**config.mk**
```make
export PLATFORM = sky130hd
export DESIGN_NAME = ucp_div_cell
export DESIGN_NICKNAME = d
export VERILOG_FILES = /design/src/design/ucp_pkg.sv /design/src/design/ucp_div_cell.sv
export SDC_FILE = /design/constraint.sdc
export NUM_CORES = 1
export LEC_CHECK = 0
export ABC_AREA = 1
export BUFFER_PORTS_ARGS = -buffer_cell sky130_fd_sc_hd__buf_2
export CAP_MARGIN = 20
export CORE_MARGIN = 2
export CORE_UTILIZATION = 35
export CTS_BUF_LIST = sky130_fd_sc_hd__clkbuf_16
export CTS_CLUSTER_DIAMETER = 200
export DETAILED_ROUTE_END_ITERATION = 10
export GPL_TIMING_DRIVEN = 0
export MAX_ROUTING_LAYER = met4
export SLEW_MARGIN = 40
export SYNTH_ARGS = -nofsm -noshare
export SYNTH_HDL_FRONTEND = slang
export SYNTH_SLANG_ARGS = --single-unit
```
**constraint.sdc**
```tcl
create_clock -name clk -period 15.2 [get_ports clk]
set_clock_uncertainty 0.05 [all_clocks]
set_input_delay 0.76 -clock clk [delete_from_list [all_inputs] [get_ports clk]]
set_output_delay 0.76 -clock clk [all_outputs]
set_load 0.05 [all_outputs]
```
**src/design/ucp_pkg.sv**
```systemverilog
// shared constants and types for the unit cross product pipeline
`default_nettype none
package ucp_pkg;

  localparam int COMPONENT_BITS = 16;
  localparam int FRACTION_BITS  = 14;
  localparam int OUT_W          = 16;
  localparam int OUT_MAX        = 32767;

  // cross term widths
  localparam int PROD_W  = 2 * COMPONENT_BITS;
  localparam int MAG_W   = 2 * COMPONENT_BITS;
  localparam int SHIFT_W = $clog2(MAG_W + 1);
  // truncated magnitudes stay below 2^31
  localparam int U_W     = 31;
  localparam int SQ_W    = 2 * U_W;
  localparam int SUM_W   = 2 * U_W + 2;
  localparam int SQ_STEPS = SUM_W / 2;
  localparam int R_W     = U_W + 1;

  // division
  localparam int DIVD_W  = R_W + FRACTION_BITS;
  localparam int Q_W     = FRACTION_BITS + 1;
  localparam int STEP_W  = $clog2(Q_W);
  localparam int QS_W    = (Q_W > OUT_W) ? Q_W : OUT_W;

  typedef logic signed [COMPONENT_BITS-1:0] comp_t;
  typedef logic signed [OUT_W-1:0]          ocomp_t;

  // per item side data carried down the pipeline
  typedef struct packed {
    logic [2:0]          neg;
    logic                degen;
    logic [2:0][U_W-1:0] u;
  } carry_t;

  // square root cell state
  typedef struct packed {
    logic [SUM_W-1:0] v;
    logic [SUM_W-1:0] res;
    carry_t           c;
  } sq_t;

  // division cell state
  typedef struct packed {
    logic [2:0][DIVD_W-1:0] rem;
    logic [2:0][Q_W-1:0]    q;
    logic [R_W-1:0]         r;
    logic [2:0]             neg;
    logic                   degen;
  } div_t;

endpackage
`default_nettype wire

```
**src/design/ucp_div_cell.sv**
```systemverilog
// one quotient bit of the three parallel divisions by the length
`default_nettype none
module ucp_div_cell (
  input  wire logic                       clk,
  input  wire logic                       rst_n,
  input  wire logic [ucp_pkg::STEP_W-1:0] step,
  input  wire logic                       in_valid,
  output logic                            in_ready,
  input  wire ucp_pkg::div_t              in_data,
  output logic                            out_valid,
  input  wire logic                       out_ready,
  output ucp_pkg::div_t                   out_data
);
  import ucp_pkg::*;

  logic              v_r;
  div_t              d_r, d_nxt;
  logic [DIVD_W-1:0] dsh;

  assign in_ready  = ~v_r | out_ready;
  assign out_valid = v_r;
  assign out_data  = d_r;

  // restoring step against the shifted divisor, one per lane
  always_comb begin
    d_nxt = in_data;
    dsh   = DIVD_W'(in_data.r) << step;
    for (int i = 0; i < 3; i++) begin
      if (in_data.rem[i] >= dsh) begin
        d_nxt.rem[i] = in_data.rem[i] - dsh;
        d_nxt.q[i]   = in_data.q[i] | (Q_W'(1) << step);
      end
    end
  end

  always_ff @(posedge clk) begin
    if (!rst_n) begin
      v_r <= 1'b0;
    end else if (in_ready) begin
      v_r <= in_valid;
    end
  end

  always_ff @(posedge clk) begin
    if (in_ready && in_valid) begin
      d_r <= d_nxt;
    end
  end

endmodule
`default_nettype wire

```
==> results_dict.tcl <==
set metrics [dict create \
    outcome "finished, final reports clean" \
    cts_max_level 1 \
    final_hold_viol_count 0 \
    leakagePower_nw 15.1 \
    synth_seq_area_share_pct 29.0 \
    syn-instance-count 3606 \
    cts_tree "built" \
    slowest_delay_ps 600 \
    crit_top_cell "nand2_1" \
    yosysWarnings 0 \
    antenna_found_initial 5 \
    cts_setup_buffers 0 \
    hold_start "in_data[2]" \
    finalNonFillerCells 4988 \
    gp_congestion 1.01 \
    initial_core_util_pct 35.3 \
    rsz0062_at_grt "no" \
    first_global_vias 22700 \
    port_buffers 445 \
    finalMaxSlewViolations 0 \
    dp_hpwl_mm 85.3 \
    rr_worst_depth 6 \
    yosys-top-cells-area "edfxtp_1, nand2_1, inv_1" \
    vdd_drop_max_v 0.0000797 \
    drive_above_1_share_pct 16.6 \
    cts.clk_slew.worst_paths_ps 60 \
    syn_area_um2 22700 \
    clock_path_buffers 3 \
    drt_pass1_iterations 7 \
    cp_max_fo 10 \
    vias 24400 \
    hold_class "in -> reg" \
    worstHoldPathCells 1 \
    synth.top_cell.area_share_pct 28.9 \
    arrival_ps 5130 \
    critical_path_required_ps 15460 \
    synthesis.nets 3980 \
    rrSetupSlack_ps 12900 \
    reg2reg_from "out_valid" \
    fin_crit_ps 4870 \
    cap_violations 0 \
    cts_sinks 220 \
    holdPathEnd "out_data[2]" \
    synth_enable_flop_cells 219 \
    tightest_slew_ps 810 \
    dp.cells 4941 \
    drcViolationCount 0 \
    wirelength_mm 99.2 \
    setup_viol 0 \
    hold_buffers 0 \
    synthFlopType "edfxtp_1" \
    core.rowCount 93 \
    max_freq_mhz 205 \
    yosysTopAreaCell "edfxtp_1" \
    cp-start-kind "input port" \
    critical_path.top_delay_family "simple AND/OR/NAND/NOR gates" \
    syn_area_per_cell_um2 6.30 \
    dpl_cell_area_um2 26600 \
    async_flop_share_pct 0 \
    ys_seq_elements 220 \
    ctsResizeCount 0 \
    ant_nets 0 \
    wl_per_cell_um 19.9 \
    grt_max_degree 19 \
    cts_root_buf "clkbuf_16" \
    relSlewSlack_pct 44.9 \
    drtIter0Drc 2004 \
    core_um2 64300 \
    grt_use_total_pct 29.6 \
    clk_latency_ps 570 \
    grt_overflow 0 \
    ios 448 \
    power_density_nw_per_um2 103 \
    path_cells "buf_2, buf_2, buf_1, nand2_1, nand3_1, o21ai_0, o21ai_0, mux2i_4, ha_1, nand2_1, inv_1, nand2_1, nand2_1, a21oi_1, nand2_1, nand2_1, nand4_4, buf_6, nand3_1, nand2_1" \
    fin_crit_sh_pct 32.1 \
    reg2reg_to "out_data[184]" \
    finalNetCount 4487 \
    die_x_um 259 \
    cp.buffers_inverters 5 \
    finalInstanceArea_um2 27400 \
    die_y_um 259 \
    ys_types 42 \
    crit_slowest_cell "o21ai_0" \
    cts_buffers 25 \
    critPathCaptureType "register" \
    vias_per_cell 4.88 \
    grt_pass1_wl_mm 142 \
    crit_type "in -> reg" \
    dieArea_um2 67000 \
    area_growth_pct 20.6 \
]
cell usage in the layout, fill, tap and decap left out, types with 5 or more instances in the layout:
| cell type | n |
|---|---|
| a21oi_1 | 88 |
| nor3_1 | 20 |
| nand3_1 | 291 |
| nand3b_1 | 15 |
| clkbuf_16 | 25 |
| mux2i_1 | 7 |
| or2_2 | 5 |
| clkinv_2 | 7 |
| clkinv_1 | 10 |
| o21ai_2 | 29 |
| clkbuf_1 | 17 |
| xor2_1 | 74 |
| nor2_2 | 24 |
| o21bai_1 | 9 |
| buf_6 | 36 |
| inv_1 | 681 |
| nand3_2 | 27 |
| nor4_1 | 9 |
| o21ai_1 | 41 |
| inv_2 | 17 |
| o21ai_0 | 52 |
| and2_1 | 5 |
| buf_4 | 11 |
| ha_1 | 144 |
| edfxtp_1 | 219 |
| nand2_1 | 1413 |
| buf_2 | 461 |
| nand4_1 | 25 |
| buf_1 | 6 |
| buf_8 | 13 |
| nor2_1 | 253 |
| a21o_1 | 50 |
state kept, by name, indices dropped and copies added (netlist names):
signal and flops:
out_data 219, out_valid 1
final cells by class:
class	count	area, um^2
Sequential cell	220	6600
Buffer	69	533
Multi-Input combinational cell	2616	13100
Clock buffer	25	626
Inverter	701	2630
Timing Repair Buffer	480	2630
Fill cell	7057	36900
Antenna cell	2	5.00
Tap cell	855	1070
Clock inverter	20	199
synthesized netlist by cell type (all sizes together), types with 28 or more instances:
| library cell | instances |
|---|---|
| edfxtp | 219 |
| inv | 696 |
| ha | 144 |
| nand4 | 28 |
| nor2 | 279 |
| xor2 | 74 |
| a21o | 50 |
| nand2 | 1417 |
| o21ai | 122 |
| nand3 | 318 |
| a21oi | 90 |
| buf | 51 |
power by group:
group | internal, W | total (W) | switching [W]
combinational | 0.000394 | 0.00141 | 0.00102
sequential | 0.000770 | 0.000791 | 0.0000204
clock | 0.000366 | 0.000632 | 0.000267
total | 0.00153 | 0.00283 | 0.00130
through the flow:
step / TNS, ps / setup WS [ps] / total power, W / hold slack [ps] / util (%)
detailed placement: 0 / 9820 / 0.00220 / 531 / 41.3
global placement: -431800 / -2010 / 0.00219 / 459 / 40.4
finish: 0 / 10330 / 0.00283 / 308 / 42.6
floorplan: 0 / 2970 / 0.00176 / 809 / -
global route: 0 / 10140 / 0.00301 / 279 / 42.6
CTS: 0 / 10430 / 0.00284 / 275 / 42.6
metal layers:
| metal | part of all wire (%) | routed length (um) | track usage [%] | up-vias |
|---|---|---|---|---|
| li1 | - | - | - | 12300 |
| met1 | 44 | 43800 | 38.6 | 11000 |
| met2 | 45 | 44600 | 47.3 | 882 |
| met3 | 6.8 | 6760 | 3.67 | 141 |
| met4 | 4.0 | 4010 | 10.7 | 0 |
| met5 | 0 | 0 | - | - |
cell families after synthesis:
logic type	Yosys count	synth area share [%]
and+or+nand+nor	2097	38.3
buffers and inverters	770	13.9
adders and majority gates	147	8.19
xor gates and xnor gates	75	2.89
muxes	10	0.440
DFF	220	29.0
AOI/OAI and AO/OA	287	7.21
how the worst max path moves through the flow:
stage	from	end	depth (start not counted)
floorplan	in_valid	out_data[0]	2
global placement	in_valid	out_data[216]	3
detailed placement	step[0]	out_data[126]	19
CTS	step[0]	out_data[38]	18
global route	step[0]	out_data[119]	21
finish	step[0]	out_data[126]	20
Note: power is estimated with default switching activity, not from simulation.
