--- src/design/ucp_pkg.sv ---
// shared constants and types for the unit cross product pipeline
`default_nettype none
package ucp_pkg;

  localparam int COMPONENT_BITS = 16;
  localparam int FRACTION_BITS  = 14;
  localparam int OUT_W          = 16;
  localparam int OUT_MAX        = 32767;

  // cross term widths
  localparam int PROD_W  = 2 * COMPONENT_BITS;
  localparam int MAG_W   = 2 * COMPONENT_BITS;
  localparam int SHIFT_W = $clog2(MAG_W + 1);
  // truncated magnitudes stay below 2^31
  localparam int U_W     = 31;
  localparam int SQ_W    = 2 * U_W;
  localparam int SUM_W   = 2 * U_W + 2;
  localparam int SQ_STEPS = SUM_W / 2;
  localparam int R_W     = U_W + 1;

  // division
  localparam int DIVD_W  = R_W + FRACTION_BITS;
  localparam int Q_W     = FRACTION_BITS + 1;
  localparam int STEP_W  = $clog2(Q_W);
  localparam int QS_W    = (Q_W > OUT_W) ? Q_W : OUT_W;

  typedef logic signed [COMPONENT_BITS-1:0] comp_t;
  typedef logic signed [OUT_W-1:0]          ocomp_t;

  // per item side data carried down the pipeline
  typedef struct packed {
    logic [2:0]          neg;
    logic                degen;
    logic [2:0][U_W-1:0] u;
  } carry_t;

  // square root cell state
  typedef struct packed {
    logic [SUM_W-1:0] v;
    logic [SUM_W-1:0] res;
    carry_t           c;
  } sq_t;

  // division cell state
  typedef struct packed {
    logic [2:0][DIVD_W-1:0] rem;
    logic [2:0][Q_W-1:0]    q;
    logic [R_W-1:0]         r;
    logic [2:0]             neg;
    logic                   degen;
  } div_t;

endpackage
`default_nettype wire

--- src/design/ucp_sqrt_cell.sv ---
// one bit step of the integer square root
`default_nettype none
module ucp_sqrt_cell (
  input  wire logic                      clk,
  input  wire logic                      rst_n,
  input  wire logic [ucp_pkg::SUM_W-1:0] step_bit,
  input  wire logic                      in_valid,
  output logic                           in_ready,
  input  wire ucp_pkg::sq_t              in_data,
  output logic                           out_valid,
  input  wire logic                      out_ready,
  output ucp_pkg::sq_t                   out_data
);
  import ucp_pkg::*;

  logic             v_r;
  sq_t              d_r, d_nxt;
  logic [SUM_W-1:0] trial;

  assign in_ready  = ~v_r | out_ready;
  assign out_valid = v_r;
  assign out_data  = d_r;

  // subtract res + bit when it fits
  always_comb begin
    d_nxt = in_data;
    trial = in_data.res + step_bit;
    if (in_data.v >= trial) begin
      d_nxt.v   = in_data.v - trial;
      d_nxt.res = (in_data.res >> 1) + step_bit;
    end else begin
      d_nxt.res = in_data.res >> 1;
    end
  end

  always_ff @(posedge clk) begin
    if (!rst_n) begin
      v_r <= 1'b0;
    end else if (in_ready) begin
      v_r <= in_valid;
    end
  end

  always_ff @(posedge clk) begin
    if (in_ready && in_valid) begin
      d_r <= d_nxt;
    end
  end

endmodule
`default_nettype wire

--- config.mk ---
export PLATFORM = sky130hd
export DESIGN_NAME = ucp_sqrt_cell
export DESIGN_NICKNAME = d
export VERILOG_FILES = /design/src/design/ucp_pkg.sv /design/src/design/ucp_sqrt_cell.sv
export SDC_FILE = /design/constraint.sdc
export NUM_CORES = 1
export LEC_CHECK = 0
export ABC_CLOCK_PERIOD_IN_PS = 8100
export BUFFER_PORTS_ARGS = -buffer_cell sky130_fd_sc_hd__clkbuf_2
export CAP_MARGIN = 40
export CORE_ASPECT_RATIO = 1.75
export CORE_MARGIN = 3
export CORE_UTILIZATION = 45
export DETAILED_ROUTE_END_ITERATION = 6
export PLACE_DENSITY = 0.69
export SYNTH_ARGS = -nofsm -noshare
export SYNTH_HDL_FRONTEND = slang
export SYNTH_SLANG_ARGS = --single-unit
--- constraint.sdc ---
create_clock -name clk -period 8.1 [get_ports clk]
set_input_delay 0.405 -clock clk [delete_from_list [all_inputs] [get_ports clk]]
set_output_delay 0.405 -clock clk [all_outputs]
set_load 0.02 [all_outputs]
==> results.md, run 1 <==
- Clk sink count: about 230
- H-tree levels: 1
- Post-Layout Cell Count: 3170
- Fin area: between 20000 and 25000 sq um
- Routability cong.: between 0.9 and 1
- Lkg Pwr: 10.1 nW
- Rel. slew slack: 0.393
- F_max: about 170 MHz
- Number of synthesized flops with an enable pin: 225
- First-pass DRT Iterations: 5
- Synth Flop Type: edfxtp_1
- Via Count: ~18000
- Placed insts: 3126
- Initial antenna violation count: 6
- Synth-to-Final Area Change: 19.0%
- Slowest cell on the critical path: buf_4
- Seq cells post-synth: 226
- Routed Antenna Nets: 0
- Max incr delay on CP: roughly 580 ps
- Post-DP HPWL: about 58000 um
- Number of nets in the layout: between 3000 and 4000
- Gates resized, CTS repair: 0
- Clk pin slew, worst setup/hold paths: 70 ps
- Setup_tns: 0 ps
- Die H: 279 um
- Clock Tree Root: clkbuf_16
- CP startpoint kind: input pin
- Vias in the first global route: between 15000 and 20000
- Number of DRC markers in iteration 0: approximately 1100
- Area after DPL: 22100 sq um
- Core area: 42000 sq um
- Synth Cell Area: slightly below 20000 sq um
- Area of the multi-input gates: around 12000 sq um
- Grt ovf: 0
- First-pass GRT wire length: 102000 um
- Detailed-route wire length: 68600 um
- FILL cells: between 4000 and 5000
- Register Area: 6780 sq um
- Total GRT Usage: 0.289
- CP Data Arrival Time: a little over 6000 ps
- RSZ-0062 raised after global routing: false
- PD cells: around 220 nW/um^2
- Final Max Tran Viols: 0
- Core Util, Final: 0.544
- CTS tree: built
- Wirelength per Cell: between 20 and 25 um
- Die Span X: 162 um
- Hold Fails Final Rpt: 0
- Post-layout min period: 5900 ps
- Int Pwr: 2.93 mW
- CP max FO: 80
- DIE AREA: 45300 sq um
- Sw frac: 0.418
- Worst Skew: 11.4 ps
- Post-Synthesis Cells: 2142
- Hold Path Class: in2reg
- Logic depth of the worst path, buffers included: 25
- Vias per cell: about 5.8
- Sequential share of the synthesized area: 0.353
- Crit path kind: in2reg
- I/O Buffers: 519
- Distinct cell type count of the synthesized netlist: 91
- Largest net degree at the start of global routing: 174
- Clock share of power: 0.203
- DR DRC count: 0
- CP Capture Type: flop
- Maximum VDD drop: 140 uV
- Avg Cell Area, Syn: 8.97 sq um
- Critical path required time: 8400 ps
- Final worst-path cycle share: 0.728
- Clk_lat worst skew: 550 ps
- Critical path buffers and inverters: 3
- Cell taking the most area after synthesis: edfxtp_1
- Seq pwr share: 0.316
- Total net switching power: about 2.1 mW
- Top cells by area, synth: edfxtp_1 35%, ha_1 12%, o21ai_0 5.7%
- Post-CTS Repair Setup Buffers: 0
- CTS Hold Bufs: 0
- Logic pwr share: 0.481
- Max-cap violation count: 0
- Cell Rows: 99
- CP delay by family, top: compound AO/OA/AOI/OAI gates
- Yosys warns: 0
- Share of the synthesized area in the top cell type: 0.352
- Final setup viols: 0
- Status: finished, final reports clean
- Ys async rst share: 0
- Starting Density: 0.457
- Clk buf depth: 3
- Syn Nets: 2628
- # IOs: 520
- R2R cell count: 4
- Hold Crit Depth: 1
- Share of layout cells above drive strength 1: 0.234
- Power Total: about 5 mW
- Num CTS Buffers: 23
- Least-Margin Pin Slew: 910 ps
-- placed cells by master (no fill, tap or decap), types with 27 or more instances in the layout --
master,Yosys,routed
a21o_1,92,92
a21oi_1,214,214
clkbuf_2,4,519
edfxtp_1,225,225
ha_1,190,190
inv_1,50,50
nand2_1,265,265
nand3_1,49,49
nand4_1,56,56
nor2_1,122,122
nor3_1,27,27
o21ai_0,220,220
o21bai_1,32,32
xnor2_1,93,93
xor2_1,83,83
-- final timing paths --
kind / start / end / slack, ps
hold / removal: in_data[31] / out_data[31]$_DFFE_PP_ / 30
hold reg to reg: out_valid$_SDFFE_PN0N_ / out_valid$_SDFFE_PN0N_ / 600
setup reg to reg: out_valid$_SDFFE_PN0N_ / out_data[203]$_DFFE_PP_ / 5120
setup / recovery: step_bit[0] / out_data[162]$_DFFE_PP_ / 2200
-- cells by family after synthesis --
logic type	share of synthesized area
compound gates	0.247
mux	0.00345
simple gates	0.159
buf+inv	0.0309
xor+xnor	0.0803
fa+ha+maj	0.127
flops	0.353
-- synth_stat cells, types with 5 or more instances --
master    count
nor3_1       27
and3_1       14
nand2b_1     25
edfxtp_1    225
a21boi_0      8
a211oi_1     17
nor2b_1      23
or2_2         5
o21bai_1     32
o21a_1       22
ha_1        190
and4_1        6
nand2_1     265
a31oi_1      26
xnor2_1      93
nand4_1      56
nand3_1      49
o21ai_0     220
buf_2        29
or3_1         6
mux2_2        5
o221ai_1      5
and2_1       12
o21ai_2       5
a21oi_1     214
o31ai_1       7
a21o_1       92
a221oi_1      9
clkbuf_1     60
inv_1        50
xor2_1       83
o21ai_1      25
nor2_1      122
o211ai_1     12
nor4_1        8
-- metrics by stage --
step | setup WS [ps] | hold slack (ps)
floorplan | 1670 | 504
global placement | 1740 | 582
detailed placement | 1690 | 584
CTS | 2260 | 0.870
global route | 1770 | 10.3
finish | 2200 | 26.0
-- power by group through the flow --
stage	Clock, mW	Combinational (mW)	Sequential, mW
2_1_floorplan	0	1.47	1.84
3_3_place_gp	0	2.39	1.62
3_5_place_dp	0	2.41	1.62
4_1_cts	1.05	2.42	1.60
5_1_grt	1.08	2.65	1.61
6_report	1.02	2.42	1.59
-- worst reg2reg max path, stage by stage, from the launching register on --
cell	delay, ps
dfxtp_1	340
nand2b_1	120
and2_4	710
buf_4	740
buf_4	680
-- per-layer routing --
| metal | vias up | track usage | part of all wire |
|---|---|---|---|
| li1 | 8925 | - | - |
| met1 | 8537 | 0.259 | 0.31 |
| met2 | 740 | 0.586 | 0.55 |
| met3 | 198 | 0.0534 | 0.063 |
| met4 | 8 | 0.166 | 0.068 |
| met5 | - | 0 | 0.00079 |
-- registers in the layout, summed over array words and instances (netlist names) --
| name | cells |
|---|---|
| out_data | 225 |
| out_valid | 1 |
-- cell type report --
class,count,area share
Antenna cell,2,0.000219
Clock inverter,16,0.00498
Tap cell,555,0.0304
Multi-Input combinational cell,1771,0.518
Timing Repair Buffer,524,0.116
Inverter,50,0.00821
Sequential cell,226,0.297
Clock buffer,26,0.0257
(Power assumes the default switching activity.)
==> inputs of run 2 (changes only) <==
ABC_AREA = 1   (was default)
ABC_CLOCK_PERIOD_IN_PS = 5600   (was 8100)
PLACE_DENSITY = 0.67   (was 0.69)
clock period = 5.6 ns   (was 8.1 ns; I/O delays follow)
==> run 2 against run 1 <==
The run now ends with DRC left. Total power is 64% higher. Clock-buffer cell count is 1 higher. Sequential cell count stayed put. Final cell count is 76% higher. Clock skew is 11 ps higher. Highest routed layer is now met4.
==> results.md, run 2 <==
- Commonest non-fill, non-tap cell in the layout: nand2_1
- Critical path required time: 6040 ps
- RR Startpoint: out_valid$_SDFFE_PN0N_
- Share of the synthesized area in the top cell type: 0.272
- Vias per cell: 5.34
- Syn Nets: 4688
- Met2 GRT Util: 0.753
- H-tree levels: 1
- Grt met3 use: 0.0745
- Most common cell in the netlist: nand2_1
- Wirelength per Cell: 23.1 um
- Avg Cell Area, Syn: 5.96 sq um
- Distinct cell type count of the synthesized netlist: 38
- Routability cong.: 1.12
- Share of layout cells above drive strength 1: 0.123
- Setup slack, reg-to-reg: 3570 ps
- Post-DP HPWL: 109000 um
- Post-layout min period: about 5500 ps
- First-pass DRT Iterations: 7
- Maximum VDD drop: around 250 uV
- Clk buf depth: 3
- Vias in the first global route: 29850
- # IOs: 520
- Detailed-route wire length: approximately 130000 um
- Clk pin slew, worst setup/hold paths: 80 ps
- Number of nets in the layout: 5350
- Met1 Use GR: 0.393
- Crit path kind: in2reg
- DIE AREA: 58600 sq um
- Clk sink count: between 200 and 250
- Total GRT Usage: 0.428
- Post-Synthesis Cells: 4202
- Cell Rows: 113
- Routed Antenna Nets: 0
- Number of DRC markers in iteration 0: 2154
- Synth cell count leaders: 1815 x nand2_1, 826 x inv_1, 381 x nor2_1
- Synth Cell Area: ~25000 sq um
- FILL cells: 5726
- Max-cap violation count: 0
- First-pass GRT wire length: 183000 um
- Crit path capture: out_data[138]$_DFFE_PP_
- Ys async rst share: 0
- Rel. slew slack: 0.411
- Via Count: 29766
- Largest net degree at the start of global routing: 107
- Clk_lat worst skew: a little under 600 ps
- Violated checks: DRC
- Most frequent cells in the layout: 1815 x nand2_1, 826 x inv_1, 519 x clkbuf_2
- CP startpoint kind: input pin
- RSZ-0062 raised after global routing: false
- PD cells: 271 nW/um^2
- Top cells by area, synth: nand2_1 27%, edfxtp_1 27%, inv_1 12%
- Seq cells post-synth: 226
- Post-CTS Repair Setup Buffers: 0
- Critical path origin: in_data[135]
- RR Endpoint: out_data[175]$_DFFE_PP_
- Initial antenna violation count: 11
- Lkg Pwr: approximately 17 nW
- Sequential share of the synthesized area: 0.271
- Final Max Tran Viols: 0
- Synth-to-Final Area Change: 21.7%
- Status: finished, violations left
- Worst Skew: approximately 23 ps
- Power Total: around 8.3 mW
- Max reg flops: ~230
- Yosys warns: 0
- DR DRC count: 1
- R2R cell count: 2
- Gr busiest metal: met2
- Cell taking the most area after synthesis: nand2_1
- Die H: 318 um
- Setup_tns: 0 ps
- Grt ovf: 0
- Number of synthesized flops with an enable pin: 225
- CP Data Arrival Time: between 5000 and 6000 ps
- Final setup viols: 0
- F_max: between 150 and 200 MHz
- Num CTS Buffers: 25
- Hold Path Class: in2reg
- Synth Flop Type: edfxtp_1
- Final worst-path cycle share: 0.984
- CP Capture Type: flop
- Core area: 54700 sq um
- Clock Tree Root: clkbuf_16
- CP max FO: 45
- Die Span X: 184 um
- I/O Buffers: 519
- Least-Margin Pin Slew: 884 ps
- CTS tree: built
- Starting Density: 0.458
- Hold Fails Final Rpt: 0
[run 2: cell count changes after synthesis, sizes merged, moves of 29 or more]
cell    previous run  this run
o21ai            250        72
a31oi             29         0
a21o              92         2
xnor2             93        31
nand3             49       233
nor2             122       386
a21oi            216       173
inv               50       829
nand2            266      1820
clkbuf            64         0
[run 2: where the power goes]
group / total (mW) / switching [mW] / internal, mW
logic: 4.30 / 3.01 / 1.28
clock network: 1.65 / 0.818 / 0.833
registers: 2.31 / 0.121 / 2.18
total: 8.25 / 3.95 / 4.30
[run 2: repair_timing]
action	in CTS	in global routing
hold buffers	120	0
setup endpoints to repair	0	113
hold endpoints to repair	120	0
resized for setup	0	2
[run 2: how the worst min path moves through the flow]
stage                      start                      end  slack, ps  cells past startpoint
floorplan             in_data[0]    out_data[0]$_DFFE_PP_        380                      0
global placement     in_data[21]   out_data[21]$_DFFE_PP_        460                      1
detailed placement   in_data[40]   out_data[40]$_DFFE_PP_        460                      1
CTS                 in_data[203]  out_data[203]$_DFFE_PP_        0.2                      3
global route        in_data[165]  out_data[165]$_DFFE_PP_         30                      3
finish              in_data[221]  out_data[221]$_DFFE_PP_          2                      3
[run 2: area by class of cell]
| cell class | count | area (sq um) | area share |
|---|---|---|---|
| inverters | 829 | 3110 | 0.102 |
| clock buffers | 27 | 633 | 0.0208 |
| well taps | 690 | 863 | 0.0283 |
| multi-input cells | 3120 | 14900 | 0.490 |
| repair buffers | 662 | 4020 | 0.132 |
| diodes | 7 | 17.5 | 0.000575 |
| clock inverters | 17 | 121 | 0.00398 |
| flip-flops and latches | 226 | 6780 | 0.222 |
[run 2: kinds of logic after synthesis]
logic type | Yosys count | synth area share
flip-flops | 226 | 0.271
AND/OR/NAND/NOR | 2566 | 0.410
buffers and inverters | 856 | 0.133
XOR/XNOR | 96 | 0.0336
adder cells (fa/ha/maj) | 193 | 0.0974
AO/OA/AOI/OAI | 265 | 0.0552
[run 2: metrics by stage]
step | util | cells | hold slack, ps | worst slack, ps | area, sq um
3_5_place_dp | 0.521 | 5405 | 459 | 323 | 28500
5_1_grt | 0.557 | 5574 | 28.4 | 4.33 | 30500
4_1_cts | 0.556 | 5569 | 0.164 | 466 | 30400
6_report | 0.557 | 5578 | 1.59 | 87.0 | 30500
2_1_floorplan | - | 4202 | 379 | 1040 | 25000
3_3_place_gp | 0.521 | 5404 | 457 | 320 | 28500
[run 2: layer usage]
| metal | vias up | part of all wire |
|---|---|---|
| met3 | 567 | 0.066 |
| met4 | 0 | 0.14 |
| met2 | 1507 | 0.48 |
| met5 | - | 0 |
| met1 | 13354 | 0.31 |
| li1 | 14338 | - |
[run 2: worst max-delay path, cell delays in order]
cell and delay (ps):
dlygate4sd3_1 550, clkbuf_2 140, ha_1 400, nand2_1 120, nor2_1 200, inv_1 160
nor2_2 360, inv_1 140, o21ai_0 570, a21oi_1 260, nand3_1 120, nand2_1 100
ha_1 350, nand2_1 160, o21ai_0 180, a21oi_1 500, nand2_1 130, nor2_1 210
nand2_4 100, inv_4 250, buf_12 280, nand2_1 210, nand2_1 130
==> inputs of run 3 (changes only) <==
CORE_UTILIZATION = 40   (was 45)
PLACE_DENSITY = 0.6   (was 0.67)
==> run 3 against run 2 <==
Global-route usage decreased by 5.1 points. Design area rose by 1.5%. First-iteration DRC count shrank 21%. The flow now finishes without violations. Clock power grew 7%. Total power increased by 0.49%. Routed wire length decreased by 1.2%. Worst setup slack better by 410 ps. Worst hold slack better by 22 ps. Sequential cell count stayed put. Via count is 2.3% lower.
==> results.md, run 3 (synthesis results as in run 2) <==
- Least-Margin Pin Slew: 861 ps
- DIE AREA: 65700 sq um
- Most frequent cells in the layout: 1815 x nand2_1, 826 x inv_1, 519 x clkbuf_2
- PD cells: 268 nW/um^2
- Final setup viols: 0
- Number of nets in the layout: around 5400
- F_max: about 200 MHz
- CP startpoint kind: input pin
- Synth-to-Final Area Change: 23.6%
- Worst Skew: ~32 ps
- Vias in the first global route: 29754
- Die Span X: 195 um
- Lkg Pwr: about 17 nW
- Hold Path Class: in2reg
- Vias per cell: between 5 and 6
- Slowest cell on the critical path: dlygate4sd3_1
- CTS tree: built
- Rel. slew slack: 0.426
- Post-DP HPWL: 109000 um
- Via Count: 29087
- Register Area: 6780 sq um
- Number of DRC markers in iteration 0: about 1700
- Final Max Tran Viols: 0
- Hold Fails Final Rpt: 0
- Routability cong.: 1.01
- Max reg flops: 225
- Maximum VDD drop: around 260 uV
- Post-layout min period: around 5100 ps
- Routed Antenna Nets: 0
- Core area: 61600 sq um
- RSZ-0062 raised after global routing: false
- Initial antenna violation count: 4
- Die H: 337 um
- H-tree levels: 1
- Max incr delay on CP: ~530 ps
- Critical path's most frequent cell: nand2_1
- Num CTS Buffers: 25
- Final worst-path cycle share: 0.911
- I/O Buffers: ~520
- Commonest non-fill, non-tap cell in the layout: nand2_1
- Critical path required time: 6050 ps
- Wirelength per Cell: 22.3 um
- Area of the multi-input gates: 14900 sq um
- Clk_lat worst skew: 610 ps
- DR DRC count: 0
- Cell Rows: 120
- CP max FO: 31
- Post-CTS Repair Setup Buffers: 0
- Total GRT Usage: 0.376
- Detailed-route wire length: 127000 um
- CP delay by family, top: simple AND/OR/NAND/NOR gates
- Crit path kind: in2reg
- # IOs: 520
- Share of layout cells above drive strength 1: 0.122
- Status: finished, final reports clean
- Starting Density: 0.407
- First-pass GRT wire length: 181000 um
- Grt ovf: 0
- Critical path buffers and inverters: 4
- Max-cap violation count: 0
- CP Data Arrival Time: 5550 ps
- Core Util, Final: 0.503
- CP Capture Type: flop
- Clk pin slew, worst setup/hold paths: 80 ps
- Setup_tns: 0 ps
- FILL cells: 6687
- Largest net degree at the start of global routing: 131
- First-pass DRT Iterations: 6
- Clock Tree Root: clkbuf_16
- Clk sink count: 226
- Clk buf depth: 3
run 3: cell type report:
| class | count | area share |
|---|---|---|
| timing repair buffer | 691 | 0.139 |
| clock buffer | 28 | 0.0206 |
| sequential | 226 | 0.219 |
| antenna | 5 | 0.000404 |
| clock inverter | 16 | 0.00578 |
| tap | 793 | 0.0321 |
| inverter | 829 | 0.101 |
| multi-input combinational | 3120 | 0.483 |
run 3: tightest hold or removal path, cell delays in order:
cell and delay, ps:
clkbuf_2 120, nand2_1 60, nand2_1 60
run 3: per-layer routing:
metal,wire length [um],track usage,up-vias
met2,64300,0.699,1154
met3,6860,0.0552,419
met5,0,0,-
met4,15100,0.355,0
met1,41200,0.346,13126
li1,-,-,14388
run 3: path summary, 6_finish.rpt:
check | start | endpoint | slack [ps] | cells past startpoint
max | in_data[100] | out_data[209]$_DFFE_PP_ | 500 | 26
max reg2reg | out_valid$_SDFFE_PN0N_ | out_data[114]$_DFFE_PP_ | 3560 | 2
min | in_data[213] | out_data[213]$_DFFE_PP_ | 20 | 3
min reg2reg | out_valid$_SDFFE_PN0N_ | out_data[77]$_DFFE_PP_ | 790 | 1
run 3: power by group:
group	internal [mW]	switching, mW	total, mW	leakage, nW
Sequential	2.18	0.0903	2.27	2.20
Clock	0.932	0.833	1.76	0.396
Combinational	1.28	2.97	4.26	14.9
Total	4.40	3.90	8.29	17.5
run 3: stage by stage:
stage | cell area, sq um | worst slack [ps] | std cells | power (mW) | hold WS [ps]
global route | 30900 | 244 | 5705 | 8.81 | 29.3
global placement | 28500 | 408 | 5502 | 6.41 | 457
CTS | 30900 | 786 | 5703 | 8.29 | 0.176
floorplan | 25000 | 1040 | 4202 | 4.98 | 379
finish | 30900 | 497 | 5708 | 8.29 | 24.0
detailed placement | 28600 | 385 | 5504 | 6.42 | 459
run 3: timing repair:
| action | CTS | global route |
|---|---|---|
| resized for setup | 0 | 0 |
| endpoints found under the hold margin | 154 | 0 |
| hold buffers | 155 | 0 |
